===== src/rtl/core/assert_macros.svh =====
// ----------------------------------------------------------------------------
// Assertion macros
// Clocked assertion shorthands used by the core top. Define ASSERT_OFF to
// compile them out.
// ----------------------------------------------------------------------------
`ifndef ASSERT_MACROS_SVH
`define ASSERT_MACROS_SVH
`ifndef ASSERT_OFF
// same-cycle implication
`define CHK_IMPLY(label, clk, rst_n, ante, cons) \
	label: assert property (@(posedge clk) disable iff (!rst_n) (ante) |-> (cons)) \
		else $error("same-cycle implication check failed");
// next-cycle implication
`define CHK_NEXT(label, clk, rst_n, ante, cons) \
	label: assert property (@(posedge clk) disable iff (!rst_n) (ante) |=> (cons)) \
		else $error("next-cycle implication check failed");
`else
`define CHK_IMPLY(label, clk, rst_n, ante, cons)
`define CHK_NEXT(label, clk, rst_n, ante, cons)
`endif
`endif


===== src/rtl/core/pbc_pkg.sv =====
// ----------------------------------------------------------------------------
// pbc_pkg
// Shared widths, method codes and lane result type for the point boundary
// constrain core.
// ----------------------------------------------------------------------------
package pbc_pkg;

	localparam int CW       = 16;      // coordinate width
	localparam int DW       = CW + 2;  // divisor width (mirror period up to 2^(CW+1))
	localparam int LANE_LAT = CW + 2;  // input register, CW divide stages, post stage

	typedef enum logic [1:0] {
		BM_PASS   = 2'd0,
		BM_MIRROR = 2'd1,
		BM_CLAMP  = 2'd2,
		BM_WRAP   = 2'd3
	} method_t;

	typedef logic signed [CW-1:0] coord_t;

	typedef struct packed {
		coord_t fixed;    // axis after the method was applied
		coord_t orig;     // axis as it came in
		logic   out_rng;  // axis was outside its bounds
		logic   bad;      // out of range with lower above upper
	} lane_res_t;

endpackage


===== src/rtl/core/pbc_divider.sv =====
// ----------------------------------------------------------------------------
// pbc_divider
// Pipelined restoring remainder unit: one quotient bit per stage, CW stages,
// a new dividend/divisor pair may enter every cycle.
// ----------------------------------------------------------------------------
module pbc_divider (
	input  logic                     clk,
	input  logic [pbc_pkg::CW-1:0]   dividend,
	input  logic [pbc_pkg::DW-1:0]   divisor,
	output logic [pbc_pkg::DW-2:0]   remainder
);
	import pbc_pkg::*;

	logic [CW-1:0] dvd_q [CW-1];
	logic [DW-1:0] dvs_q [CW-1];
	logic [DW-2:0] rem_q [CW];

	for (genvar i = 0; i < CW; i++) begin : g_stage
		logic [CW-1:0] dvd_cur;
		logic [DW-1:0] dvs_cur;
		logic [DW-2:0] rem_cur;
		logic [DW-1:0] trial;
		logic [DW-1:0] diff;

		if (i == 0) begin : g_first
			assign dvd_cur = dividend;
			assign dvs_cur = divisor;
			assign rem_cur = '0;
		end else begin : g_next
			assign dvd_cur = dvd_q[i-1];
			assign dvs_cur = dvs_q[i-1];
			assign rem_cur = rem_q[i-1];
		end

		// shift in the next dividend bit, subtract when it fits
		assign trial = {rem_cur, dvd_cur[CW-1]};
		assign diff  = trial - dvs_cur;

		always_ff @(posedge clk) begin
			rem_q[i] <= (trial >= dvs_cur) ? diff[DW-2:0] : trial[DW-2:0];
		end

		if (i < CW - 1) begin : g_fwd
			always_ff @(posedge clk) begin
				dvd_q[i] <= {dvd_cur[CW-2:0], 1'b0};
				dvs_q[i] <= dvs_cur;
			end
		end
	end

	assign remainder = rem_q[CW-1];

endmodule


===== src/rtl/core/pbc_lane.sv =====
// ----------------------------------------------------------------------------
// pbc_lane
// One axis: range check, remainder by the period through the pipelined
// divider, then mirror fold, clamp or wrap and the bound offset.
// ----------------------------------------------------------------------------
module pbc_lane (
	input  logic                clk,
	input  pbc_pkg::method_t    method,
	input  pbc_pkg::coord_t     p,
	input  pbc_pkg::coord_t     lo,
	input  pbc_pkg::coord_t     hi,
	output pbc_pkg::lane_res_t  res
);
	import pbc_pkg::*;

	typedef struct packed {
		coord_t  p;
		coord_t  lo;
		coord_t  clamp_v;
		logic [CW:0] m;     // period size+1
		logic    neg;       // p below lower
		logic    out_rng;
		logic    bad;
		method_t method;
	} side_t;

	logic signed [CW:0] d;
	logic signed [CW:0] size;
	logic               below;
	logic               above;
	logic [CW:0]        m;
	logic [CW-1:0]      mag;

	always_comb begin
		d     = {p[CW-1], p} - {lo[CW-1], lo};
		size  = {hi[CW-1], hi} - {lo[CW-1], lo};
		below = p < lo;
		above = p > hi;
		m     = {1'b0, size[CW-1:0]} + (CW+1)'(1);
		mag   = d[CW] ? CW'(-d) : d[CW-1:0];
	end

	side_t         side_s1;
	logic [CW-1:0] mag_s1;
	logic [DW-1:0] dvs_s1;

	always_ff @(posedge clk) begin
		side_s1.p       <= p;
		side_s1.lo      <= lo;
		side_s1.clamp_v <= below ? lo : hi;
		side_s1.m       <= m;
		side_s1.neg     <= d[CW];
		side_s1.out_rng <= below | above;
		side_s1.bad     <= (below | above) && (lo > hi);
		side_s1.method  <= method;
		mag_s1          <= mag;
		// mirror folds over twice the period
		dvs_s1          <= (method == BM_MIRROR) ? {m, 1'b0} : {1'b0, m};
	end

	// carry the side data alongside the divide stages
	side_t side_q [CW];

	for (genvar i = 0; i < CW; i++) begin : g_side
		if (i == 0) begin : g_first
			always_ff @(posedge clk) begin
				side_q[i] <= side_s1;
			end
		end else begin : g_next
			always_ff @(posedge clk) begin
				side_q[i] <= side_q[i-1];
			end
		end
	end

	logic [DW-2:0] rem;

	pbc_divider u_div (
		.clk       (clk),
		.dividend  (mag_s1),
		.divisor   (dvs_s1),
		.remainder (rem)
	);

	side_t       sd;
	logic [CW:0] wv;
	logic [CW:0] mv0;
	logic [CW:0] mv;
	logic [CW+1:0] twom1;
	coord_t      fixed;

	always_comb begin
		sd    = side_q[CW-1];
		// negative side: truncating remainder, then m - rem (wrap) or rem - 1 (mirror)
		wv    = (sd.neg && rem != '0) ? sd.m - rem : rem;
		mv0   = (sd.neg && rem != '0) ? rem - (CW+1)'(1) : rem;
		twom1 = {sd.m, 1'b0} - (CW+2)'(1);
		mv    = (mv0 >= sd.m) ? (CW+1)'(twom1 - {1'b0, mv0}) : mv0;
		case (sd.method)
			BM_MIRROR: fixed = sd.lo + $signed(mv[CW-1:0]);
			BM_CLAMP:  fixed = sd.clamp_v;
			BM_WRAP:   fixed = sd.lo + $signed(wv[CW-1:0]);
			default:   fixed = sd.p;
		endcase
		if (!sd.out_rng) begin
			fixed = sd.p;
		end
	end

	lane_res_t res_s2;

	always_ff @(posedge clk) begin
		res_s2.fixed   <= fixed;
		res_s2.orig    <= sd.p;
		res_s2.out_rng <= sd.out_rng;
		res_s2.bad     <= sd.bad;
	end

	assign res = res_s2;

endmodule


===== src/rtl/core/pbc_merge.sv =====
// ----------------------------------------------------------------------------
// pbc_merge
// Combines the two axis lanes: any bad lane returns the point untouched,
// and the flags are gathered into the registered result.
// ----------------------------------------------------------------------------
module pbc_merge (
	input  logic                clk,
	input  logic                arst_n,
	input  logic                in_valid,
	input  pbc_pkg::lane_res_t  res_x,
	input  pbc_pkg::lane_res_t  res_y,
	output logic                done,
	output pbc_pkg::coord_t     out_x,
	output pbc_pkg::coord_t     out_y,
	output logic                point_moved,
	output logic                bound_error
);
	import pbc_pkg::*;

	logic   err;
	logic   done_q;
	coord_t out_x_q;
	coord_t out_y_q;
	logic   moved_q;
	logic   err_q;

	assign err = res_x.bad | res_y.bad;

	always_ff @(posedge clk or negedge arst_n) begin
		if (!arst_n) begin
			done_q <= 1'b0;
		end else begin
			done_q <= in_valid;
		end
	end

	always_ff @(posedge clk) begin
		if (in_valid) begin
			out_x_q <= err ? res_x.orig : res_x.fixed;
			out_y_q <= err ? res_y.orig : res_y.fixed;
			moved_q <= res_x.out_rng | res_y.out_rng;
			err_q   <= err;
		end
	end

	assign done        = done_q;
	assign out_x       = out_x_q;
	assign out_y       = out_y_q;
	assign point_moved = moved_q;
	assign bound_error = err_q;

endmodule


===== src/rtl/core/point_boundary_constrain_top.sv =====
// ----------------------------------------------------------------------------
// point_boundary_constrain_top
// Path: a beat accepted on start passes the lane input register, the CW remainder
//   stages, the lane post stage and the merge register, then shows done high.
// Throughput: one beat per cycle; busy stays low, the x and y lanes each run a
//   CW-stage remainder pipeline and the receiver cannot stall.
// Reset: arst_n clears the method register (pass), the valid pipeline and done.
// ----------------------------------------------------------------------------
`include "assert_macros.svh"

module point_boundary_constrain_top (
	input  logic              clk,
	input  logic              arst_n,
	input  logic              start,
	output logic              busy,
	input  logic              cfg_we,
	input  logic [1:0]        cfg_wdata,
	input  pbc_pkg::coord_t   point_x,
	input  pbc_pkg::coord_t   point_y,
	input  pbc_pkg::coord_t   lower_x,
	input  pbc_pkg::coord_t   upper_x,
	input  pbc_pkg::coord_t   lower_y,
	input  pbc_pkg::coord_t   upper_y,
	output logic              done,
	output pbc_pkg::coord_t   out_x,
	output pbc_pkg::coord_t   out_y,
	output logic              point_moved,
	output logic              bound_error
);
	import pbc_pkg::*;

	method_t              method_q;
	logic                 accept;
	logic [LANE_LAT-1:0]  vld_q;
	lane_res_t            res_x;
	lane_res_t            res_y;

	assign busy   = 1'b0;
	assign accept = start & ~busy;

	always_ff @(posedge clk or negedge arst_n) begin
		if (!arst_n) begin
			method_q <= BM_PASS;
			vld_q    <= '0;
		end else begin
			if (cfg_we) begin
				method_q <= method_t'(cfg_wdata);
			end
			// advance the beat marker with the lane pipelines
			vld_q <= {vld_q[LANE_LAT-2:0], accept};
		end
	end

	pbc_lane u_lane_x (
		.clk    (clk),
		.method (method_q),
		.p      (point_x),
		.lo     (lower_x),
		.hi     (upper_x),
		.res    (res_x)
	);

	pbc_lane u_lane_y (
		.clk    (clk),
		.method (method_q),
		.p      (point_y),
		.lo     (lower_y),
		.hi     (upper_y),
		.res    (res_y)
	);

	pbc_merge u_merge (
		.clk         (clk),
		.arst_n      (arst_n),
		.in_valid    (vld_q[LANE_LAT-1]),
		.res_x       (res_x),
		.res_y       (res_y),
		.done        (done),
		.out_x       (out_x),
		.out_y       (out_y),
		.point_moved (point_moved),
		.bound_error (bound_error)
	);

	`CHK_IMPLY(a_err_implies_moved, clk, arst_n, done && bound_error, point_moved)
	`CHK_IMPLY(a_x_inrange_kept, clk, arst_n, vld_q[LANE_LAT-1] && !res_x.out_rng, res_x.fixed == res_x.orig)
	`CHK_IMPLY(a_y_bad_is_out, clk, arst_n, vld_q[LANE_LAT-1] && res_y.bad, res_y.out_rng)
	`CHK_NEXT(a_lane_beat_done, clk, arst_n, vld_q[LANE_LAT-1], done)

endmodule

===== config.mk =====
export PLATFORM = sky130hd
export DESIGN_NAME = point_boundary_constrain_top
export DESIGN_NICKNAME = d
export VERILOG_FILES = /design/src/rtl/core/pbc_pkg.sv /design/src/rtl/core/pbc_divider.sv /design/src/rtl/core/pbc_lane.sv /design/src/rtl/core/pbc_merge.sv /design/src/rtl/core/point_boundary_constrain_top.sv
export VERILOG_INCLUDE_DIRS = /design/src /design/src/rtl/core
export SDC_FILE = /design/constraint.sdc
export NUM_CORES = 2
export LEC_CHECK = 0
export ABC_AREA = 1
export BUFFER_PORTS_ARGS = -buffer_cell sky130_fd_sc_hd__buf_4
export CORE_MARGIN = 1.5
export CORE_UTILIZATION = 25
export DETAILED_ROUTE_END_ITERATION = 12
export HOLD_SLACK_MARGIN = 0.15
export PLACE_DENSITY = 0.46
export SYNTH_ARGS = -nofsm -noshare
export SYNTH_HDL_FRONTEND = slang
export SYNTH_SLANG_ARGS = --single-unit
export TNS_END_PERCENT = 30

===== constraint.sdc =====
create_clock -name clk -period 7.8 [get_ports clk]
set_clock_uncertainty 0.1 [all_clocks]
set_input_delay 1.56 -clock clk [delete_from_list [all_inputs] [get_ports clk]]
set_output_delay 1.56 -clock clk [all_outputs]
set_load 0.1 [all_outputs]

[Word level (Yosys, flattened, before mapping)]
Memory sizes are Yosys's and may differ from the RTL's.
Index checks and enable logic that the tools add are counted.
Operators by class
  add/subtract/negate cells: 52
  $lt $le $gt $ge: 40
  equality and inequality tests: 7
  mux-type cells: 50
  bitwise gates (word level): 4
  reduce and logical (&&, ||, !) cells: 6
Operator list (count)
  $mux W17: 36
  $ge A18 B18 Y1: 30
  $sub A17 B17 Y17: 30
  $mux W16: 12
  $pmux W16 S3: 2
  $sub A16 B16 Y16: 6
  $add A16 B16 Y16: 4
  $gt A16 B16 Y1: 4
  $ge A1 B18 Y1: 2
  $add A16 B1 Y17 const B: 2
  $ge A17 B17 Y1: 2
  $reduce_bool A17 Y1: 2
  $sub A1 B17 Y17: 2
  $sub A16 B16 Y17: 2
  $sub A17 B1 Y17 const B: 2
  $lt A16 B16 Y1: 2
  $neg A16 Y16: 2
  $sub A16 B1 Y16 const B: 2
  $eq A2 B2 Y1 const B: 4
  $eq A2 B1 Y1 const B: 3
  $logic_and A1 B1 Y1: 4
  $or A1 B1 Y1: 4
Storage, ports and cells
  register bits after elaboration: 329
  RAM bits: 3774
  input bits: 102
  output and inout port bits: 36
  logic and storage cells: 205
  memories: 8
Memories
  u_lane_x.side_q: depth 16, bits a word 70, read ports 16, clocked after memory_dff 0, wr ports 16, line pbc_lane.sv:62  | side_t side_q [CW];
  u_lane_y.side_q: depth 16, bits a word 70, read ports 16, clocked after memory_dff 0, wr ports 16, line pbc_lane.sv:62
  u_lane_x.u_div.rem_q: depth 16, bits a word 17, read ports 16, clocked after memory_dff 0, wr ports 16, line pbc_divider.sv:16  | logic [DW-2:0] rem_q [CW];
  u_lane_y.u_div.rem_q: depth 16, bits a word 17, read ports 16, clocked after memory_dff 0, wr ports 16, line pbc_divider.sv:16
  u_lane_x.u_div.dvs_q: depth 15, bits a word 18, read ports 15, clocked after memory_dff 0, wr ports 15, line pbc_divider.sv:15  | logic [DW-1:0] dvs_q [CW-1];
  u_lane_y.u_div.dvs_q: depth 15, bits a word 18, read ports 15, clocked after memory_dff 0, wr ports 15, line pbc_divider.sv:15
  +2 memories

[Depth between registers and ports, before layout]
An unclocked memory read counts as a cell.
  depth after elaboration: 9
  gate-level depth with buffers: 43
  mapped depth without buffers: 42

[Hierarchy]
From an unflattened synthesis, not the netlist that was laid out.
Unflattened totals
  cell total of the unflattened synthesis: 15245
  area, all modules: 136584.7 µm²
By module, submodules not included
  pbc_divider (u_lane_x.u_div): instances 1, cells each 5033, area each 35086.2 µm², sequential area each 13252.7 µm²
  pbc_divider (u_lane_y.u_div): instances 1, cells each 5002, area each 34853.4 µm², sequential area each 13252.7 µm²
  pbc_lane (u_lane_y): instances 1, cells each 2535, area each 32393.6 µm², sequential area each 25184.2 µm²
  pbc_lane (u_lane_x): instances 1, cells each 2503, area each 32165.8 µm², sequential area each 25184.2 µm²
  pbc_merge: instances 1, cells each 143, area each 1547.7 µm², sequential area each 1046.0 µm²
  point_boundary_constrain_top: instances 1, cells each 29, area each 538.0 µm², sequential area each 500.5 µm²

[Worst setup path after synthesis]
Ideal clock, no wire load.
  path type: register to register
  start: memory u_lane_x.u_div.rem_q[15][0] (netlist name)
  end: register u_lane_x.res_s2 (netlist bit u_lane_x.res[30])
  library setup time: 113 ps
  arrival: 5025 ps
  required time: 7587 ps
  path slack: 2562 ps
  stages on the path, launching flop included: 41
  buffers on the path: 2
  period minus slack after synthesis: 5238 ps
  path through: dfxtp_1 -> inv_1 -> ha_1 -> nand2_1 -> nor2_1 -> nand3_1 -> nand2_1 -> buf_2 -> nor3_1 -> nand4_1 -> xor2_1 -> inv_1 -> ha_1 -> a21oi_1 -> nor2_1 -> nor2_1 -> nand2_1 -> nor2_1 -> [... 5 more ...] -> ha_1 -> inv_1 -> fa_1 -> nor2_1 -> nand2_1 -> and2_1 -> nor2_1 -> nand2_1 -> nand2_1 -> a21boi_1 -> o21ai_0 -> nand3_1 -> nand2_1 -> nand2_1 -> nand2_1 -> o21ai_1 -> nand2_1 -> nand2_1
RTL lines
  start: declaration: line pbc_divider.sv:16
  end: declaration: line pbc_lane.sv:110  | lane_res_t res_s2;

==> results.yml <==
clock_tree:
  clock_latency_ns: 0.99
  clkSinkCount: 3861
  clockBufferDepth: 4
  cts_resized: 0
  cts_made_buffers: 393
  clk_transition_reported_paths_ns: 0.07
  cts_setup_buffers: 0
  h-tree-depth: 5
  hold_buffers: 0
  cts_tree: "done"
  root_buffer: "clkbuf_16"
sta:
  slew_headroom: 0.2731
  hold_viol: 0
  rsz0062_at_grt: "no"
  setup_viol: 0
  setup_tns_ns: 0
  setup_ws_ns: 1.174
  fin_crit_ns: 6.626
  slew_violations: 0
  min_period_over_period: 0.8495
  timing.fmax_mhz: 150.9
  tightest_slew_ns: 1.088
min_path:
  hp-class: "reg -> reg"
  worstHoldPathCells: 0
  worstHoldStart: "u_lane_y.side_q[1][467]$_DFF_P_"
  worstHoldEndpoint: "u_lane_y.side_q[1][537]$_DFF_P_"
route:
  postRouteAntennaNets: 0
  dr.pass1.iters: 5
  drc: 0
  drtIter0Drc: 3196
  wirelength_um: 270500
  vias: 73090
  vias_per_cell: 3.888
  wl_per_cell_um: 14.39
floorplan:
  core_um2: 486200
  die_h_um: 702.0
  ios: 138
  die_area_um2: 492700
  fp.dieW_um: 702.0
  initial_utilization: 0.2512
  num_rows: 256
synth:
  synth_simple_gate_area_share: 0.09917
  ys_async_sr_fraction: 0.005439
  yosysUniqueCellTypes: 72
  synth_top_cell_area_share: 0.6239
  synth-seq-cells: 3861
  synth_edf_count: 34
  netlist_area_um2: 122100
  synth_top_family_by_area: "simple AND/OR/NAND/NOR gates"
  synth.most_common_cell: "dfxtp_1"
  yosys.area.top_type: "dfxtp_1"
  synth_compound_area_frac: 0.09135
  synth-adder-area-share: 0.08585
  synth_mux_area_frac: 0.00009220
  avgSynthCellArea_um2: 10.53
  syn_inst: 11600
  synth-xor-area-share: 0.04324
  yosys-top-cells-count: "3806 x dfxtp_1, 1751 x nand2_1, 1251 x inv_1"
  synthesis.nets: 12510
  yosysWarningCount: 0
  ys_seq_area_frac: 0.6365
  synth_area_leaders: "dfxtp_1 62%, ha_1 7.9%, nand2_1 5.4%"
  synth_ff_type: "dfxtp_1"
pwr:
  p_int_w: 0.04279
  switchingPower_w: 0.02199
  power_frac_comb: 0.304
  switching_share: 0.3394
  vdd_drop_max_mv: 0.1949
  p_clk_frac: 0.297
  powerDensity_nw_per_um2: 448.0
  power.leakage_nw: 64.05
  sequentialPowerShare: 0.398
global_route:
  grt_first_pass_wirelength_um: 418100
  grt_pass1_vias: 74210
  grt_overflow_total: 0
  grt_max_degree: 37
  antenna_found_initial: 20
  grt_util_all_layers: 0.1079
worst_setup_path:
  r2r_end: "u_lane_y.res[30]$_DFF_P_"
  path_delay_family: "simple AND/OR/NAND/NOR gates"
  startpoint_type: "flip-flop"
  reg2reg_depth: 41
  reg2reg_from: "u_lane_y.u_div.rem_q[15][0]$_DFF_P_"
  worst_setup_path_end_kind: "flip-flop"
  cpMostUsedCell: "nand2_1"
  slowest_stage: "inv_1"
  critical_path_peak_fanout: 16
  arrival_ns: 7.39
  slowest_delay_ns: 0.43
  required_ns: 8.56
  critPathBufInv: 7
  crit_type: "reg -> reg"
  reg2reg_slack_ns: 1.17
layout:
  final_cells: 18800
  final_util: 0.2974
  area_growth_syn_to_layout_pct: 18.39
  final_nets: 12930
  nFillCells: 50290
  drive_above_1_share: 0.07624
flow_run:
  cap_violations: 0
placement:
  routabilityCongestion: 0.8231
  dp.cells: 18070
  hpwl_um: 209400
  dp_slack_ns: 1.102
  io_buffers: 136
outcome:
  run_status: "finished clean"
[worst register-to-register path: cells and delay by family, from the launching register on]
| family | cells | cell delay (ns) |
|---|---|---|
| flip-flops | 1 | 0.38 |
| XOR/XNOR | 1 | 0.29 |
| adder cells (fa/ha/maj) | 4 | 1.14 |
| buffers and inverters | 7 | 1.11 |
| AND/OR/NAND/NOR | 23 | 2.41 |
| AO/OA/AOI/OAI | 6 | 1.17 |
[area by class of cell]
class | instances | area, um2 | area share
clock buffer | 578 | 11600 | 0.08023
tap | 6450 | 8070 | 0.05582
inverter | 1256 | 4715 | 0.03261
timing repair buffer | 164 | 1231 | 0.008515
clock inverter | 148 | 2155 | 0.01490
multi-input combinational | 6336 | 39070 | 0.2702
sequential | 3861 | 77740 | 0.5377
antenna | 5 | 12.51 | 0.00008653
[state kept, by name (all words and copies together) (netlist names), 2 cells and up]
| register | cells |
|---|---|
| u_lane_y.mag_s1 | 16 |
| u_lane_x.u_div.dvd_q | 120 |
| u_merge.out_y | 16 |
| u_lane_x.res | 34 |
| u_lane_y.u_div.dvs_q | 270 |
| u_lane_x.u_div.rem_q | 272 |
| method_q | 2 |
| u_merge.out_x | 16 |
| vld_q | 18 |
| u_lane_x.side_s1 | 68 |
| u_lane_x.mag_s1 | 16 |
| u_lane_y.u_div.dvd_q | 120 |
| u_lane_x.dvs_s1 | 18 |
| u_lane_y.side_s1 | 70 |
| u_lane_x.u_div.dvs_q | 270 |
| u_lane_y.u_div.rem_q | 272 |
| u_lane_y.dvs_s1 | 18 |
| u_lane_x.side_q | 1120 |
| u_lane_y.res | 34 |
| u_lane_y.side_q | 1088 |
[placed cells by master (no fill, tap or decap), types with 40 or more instances in the layout]
cell type / netlist / routed
a21o_1: 49 / 49
a21oi_1: 946 / 946
buf_4: 13 / 164
clkbuf_1: 92 / 87
clkbuf_16: 0 / 401
clkbuf_8: 0 / 90
clkinv_2: 0 / 54
dfxtp_1: 3806 / 3806
fa_1: 40 / 40
ha_1: 774 / 774
inv_1: 1251 / 1251
nand2_1: 1751 / 1751
nand3_1: 273 / 273
nand4_1: 95 / 95
nor2_1: 573 / 571
nor3_1: 64 / 64
nor4_1: 67 / 67
o21ai_0: 715 / 715
o21ai_1: 58 / 58
xnor2_1: 300 / 300
xor2_1: 275 / 275
[cells by family (layout without fill, tap and decap cells)]
| family | Yosys count | count (layout) |
|---|---|---|
| other cells | 1 | 6 |
| simple gates | 2908 | 2908 |
| buf+inv | 1399 | 2146 |
| fa+ha+maj | 814 | 814 |
| flops | 3861 | 3861 |
| xor+xnor | 588 | 588 |
| mux | 1 | 1 |
| compound gates | 2024 | 2024 |
[how the worst max path moves through the flow]
stage / from / to / slack, ns / cells past startpoint
5_1_grt: u_lane_y.u_div.rem_q[15][0]$_DFF_P_ / u_lane_y.res[30]$_DFF_P_ / 0.40 / 39
6_report: u_lane_y.u_div.rem_q[15][0]$_DFF_P_ / u_lane_y.res[30]$_DFF_P_ / 1.17 / 41
3_3_place_gp: u_lane_y.u_div.rem_q[15][0]$_DFF_P_ / u_lane_y.res[30]$_DFF_P_ / 1.0 / 41
2_1_floorplan: u_lane_x.u_div.rem_q[15][0]$_DFF_P_ / u_lane_x.res[30]$_DFF_P_ / 2.56 / 40
3_5_place_dp: u_lane_y.u_div.rem_q[15][0]$_DFF_P_ / u_lane_y.res[30]$_DFF_P_ / 1.10 / 41
4_1_cts: u_lane_y.u_div.rem_q[15][0]$_DFF_P_ / u_lane_y.res[30]$_DFF_P_ / 1.16 / 41
[layer usage]
metal | GRT usage | vias up | share of wire
met5 | 0 | - | 0.00014
met4 | 0.03297 | 6 | 0.029
met3 | 0.01683 | 476 | 0.034
met2 | 0.2023 | 913 | 0.51
met1 | 0.1247 | 33020 | 0.43
li1 | - | 38670 | -
[power groups by stage]
stage	combinational, W	clock [W]	sequential (W)
6_report	0.0197	0.0193	0.0258
5_1_grt	0.0227	0.0208	0.0263
4_1_cts	0.0201	0.0200	0.0260
3_5_place_dp	0.0200	0	0.0264
3_3_place_gp	0.0200	0	0.0264
2_1_floorplan	0.0150	0	0.0255
[metrics by stage]
| stage | total power, W | hold slack [ns] | area, um2 |
|---|---|---|---|
| final | 0.06478 | 0.1607 | 144600 |
| after global routing | 0.06974 | 0.1618 | 144600 |
| after CTS | 0.06603 | 0.1607 | 144600 |
| after detailed placement | 0.04636 | 0.2121 | 130800 |
| after global placement | 0.04639 | 0.2095 | 130800 |
| after floorplan | 0.04055 | 0.2096 | 122100 |
Power figures use the tool's default switching activity.
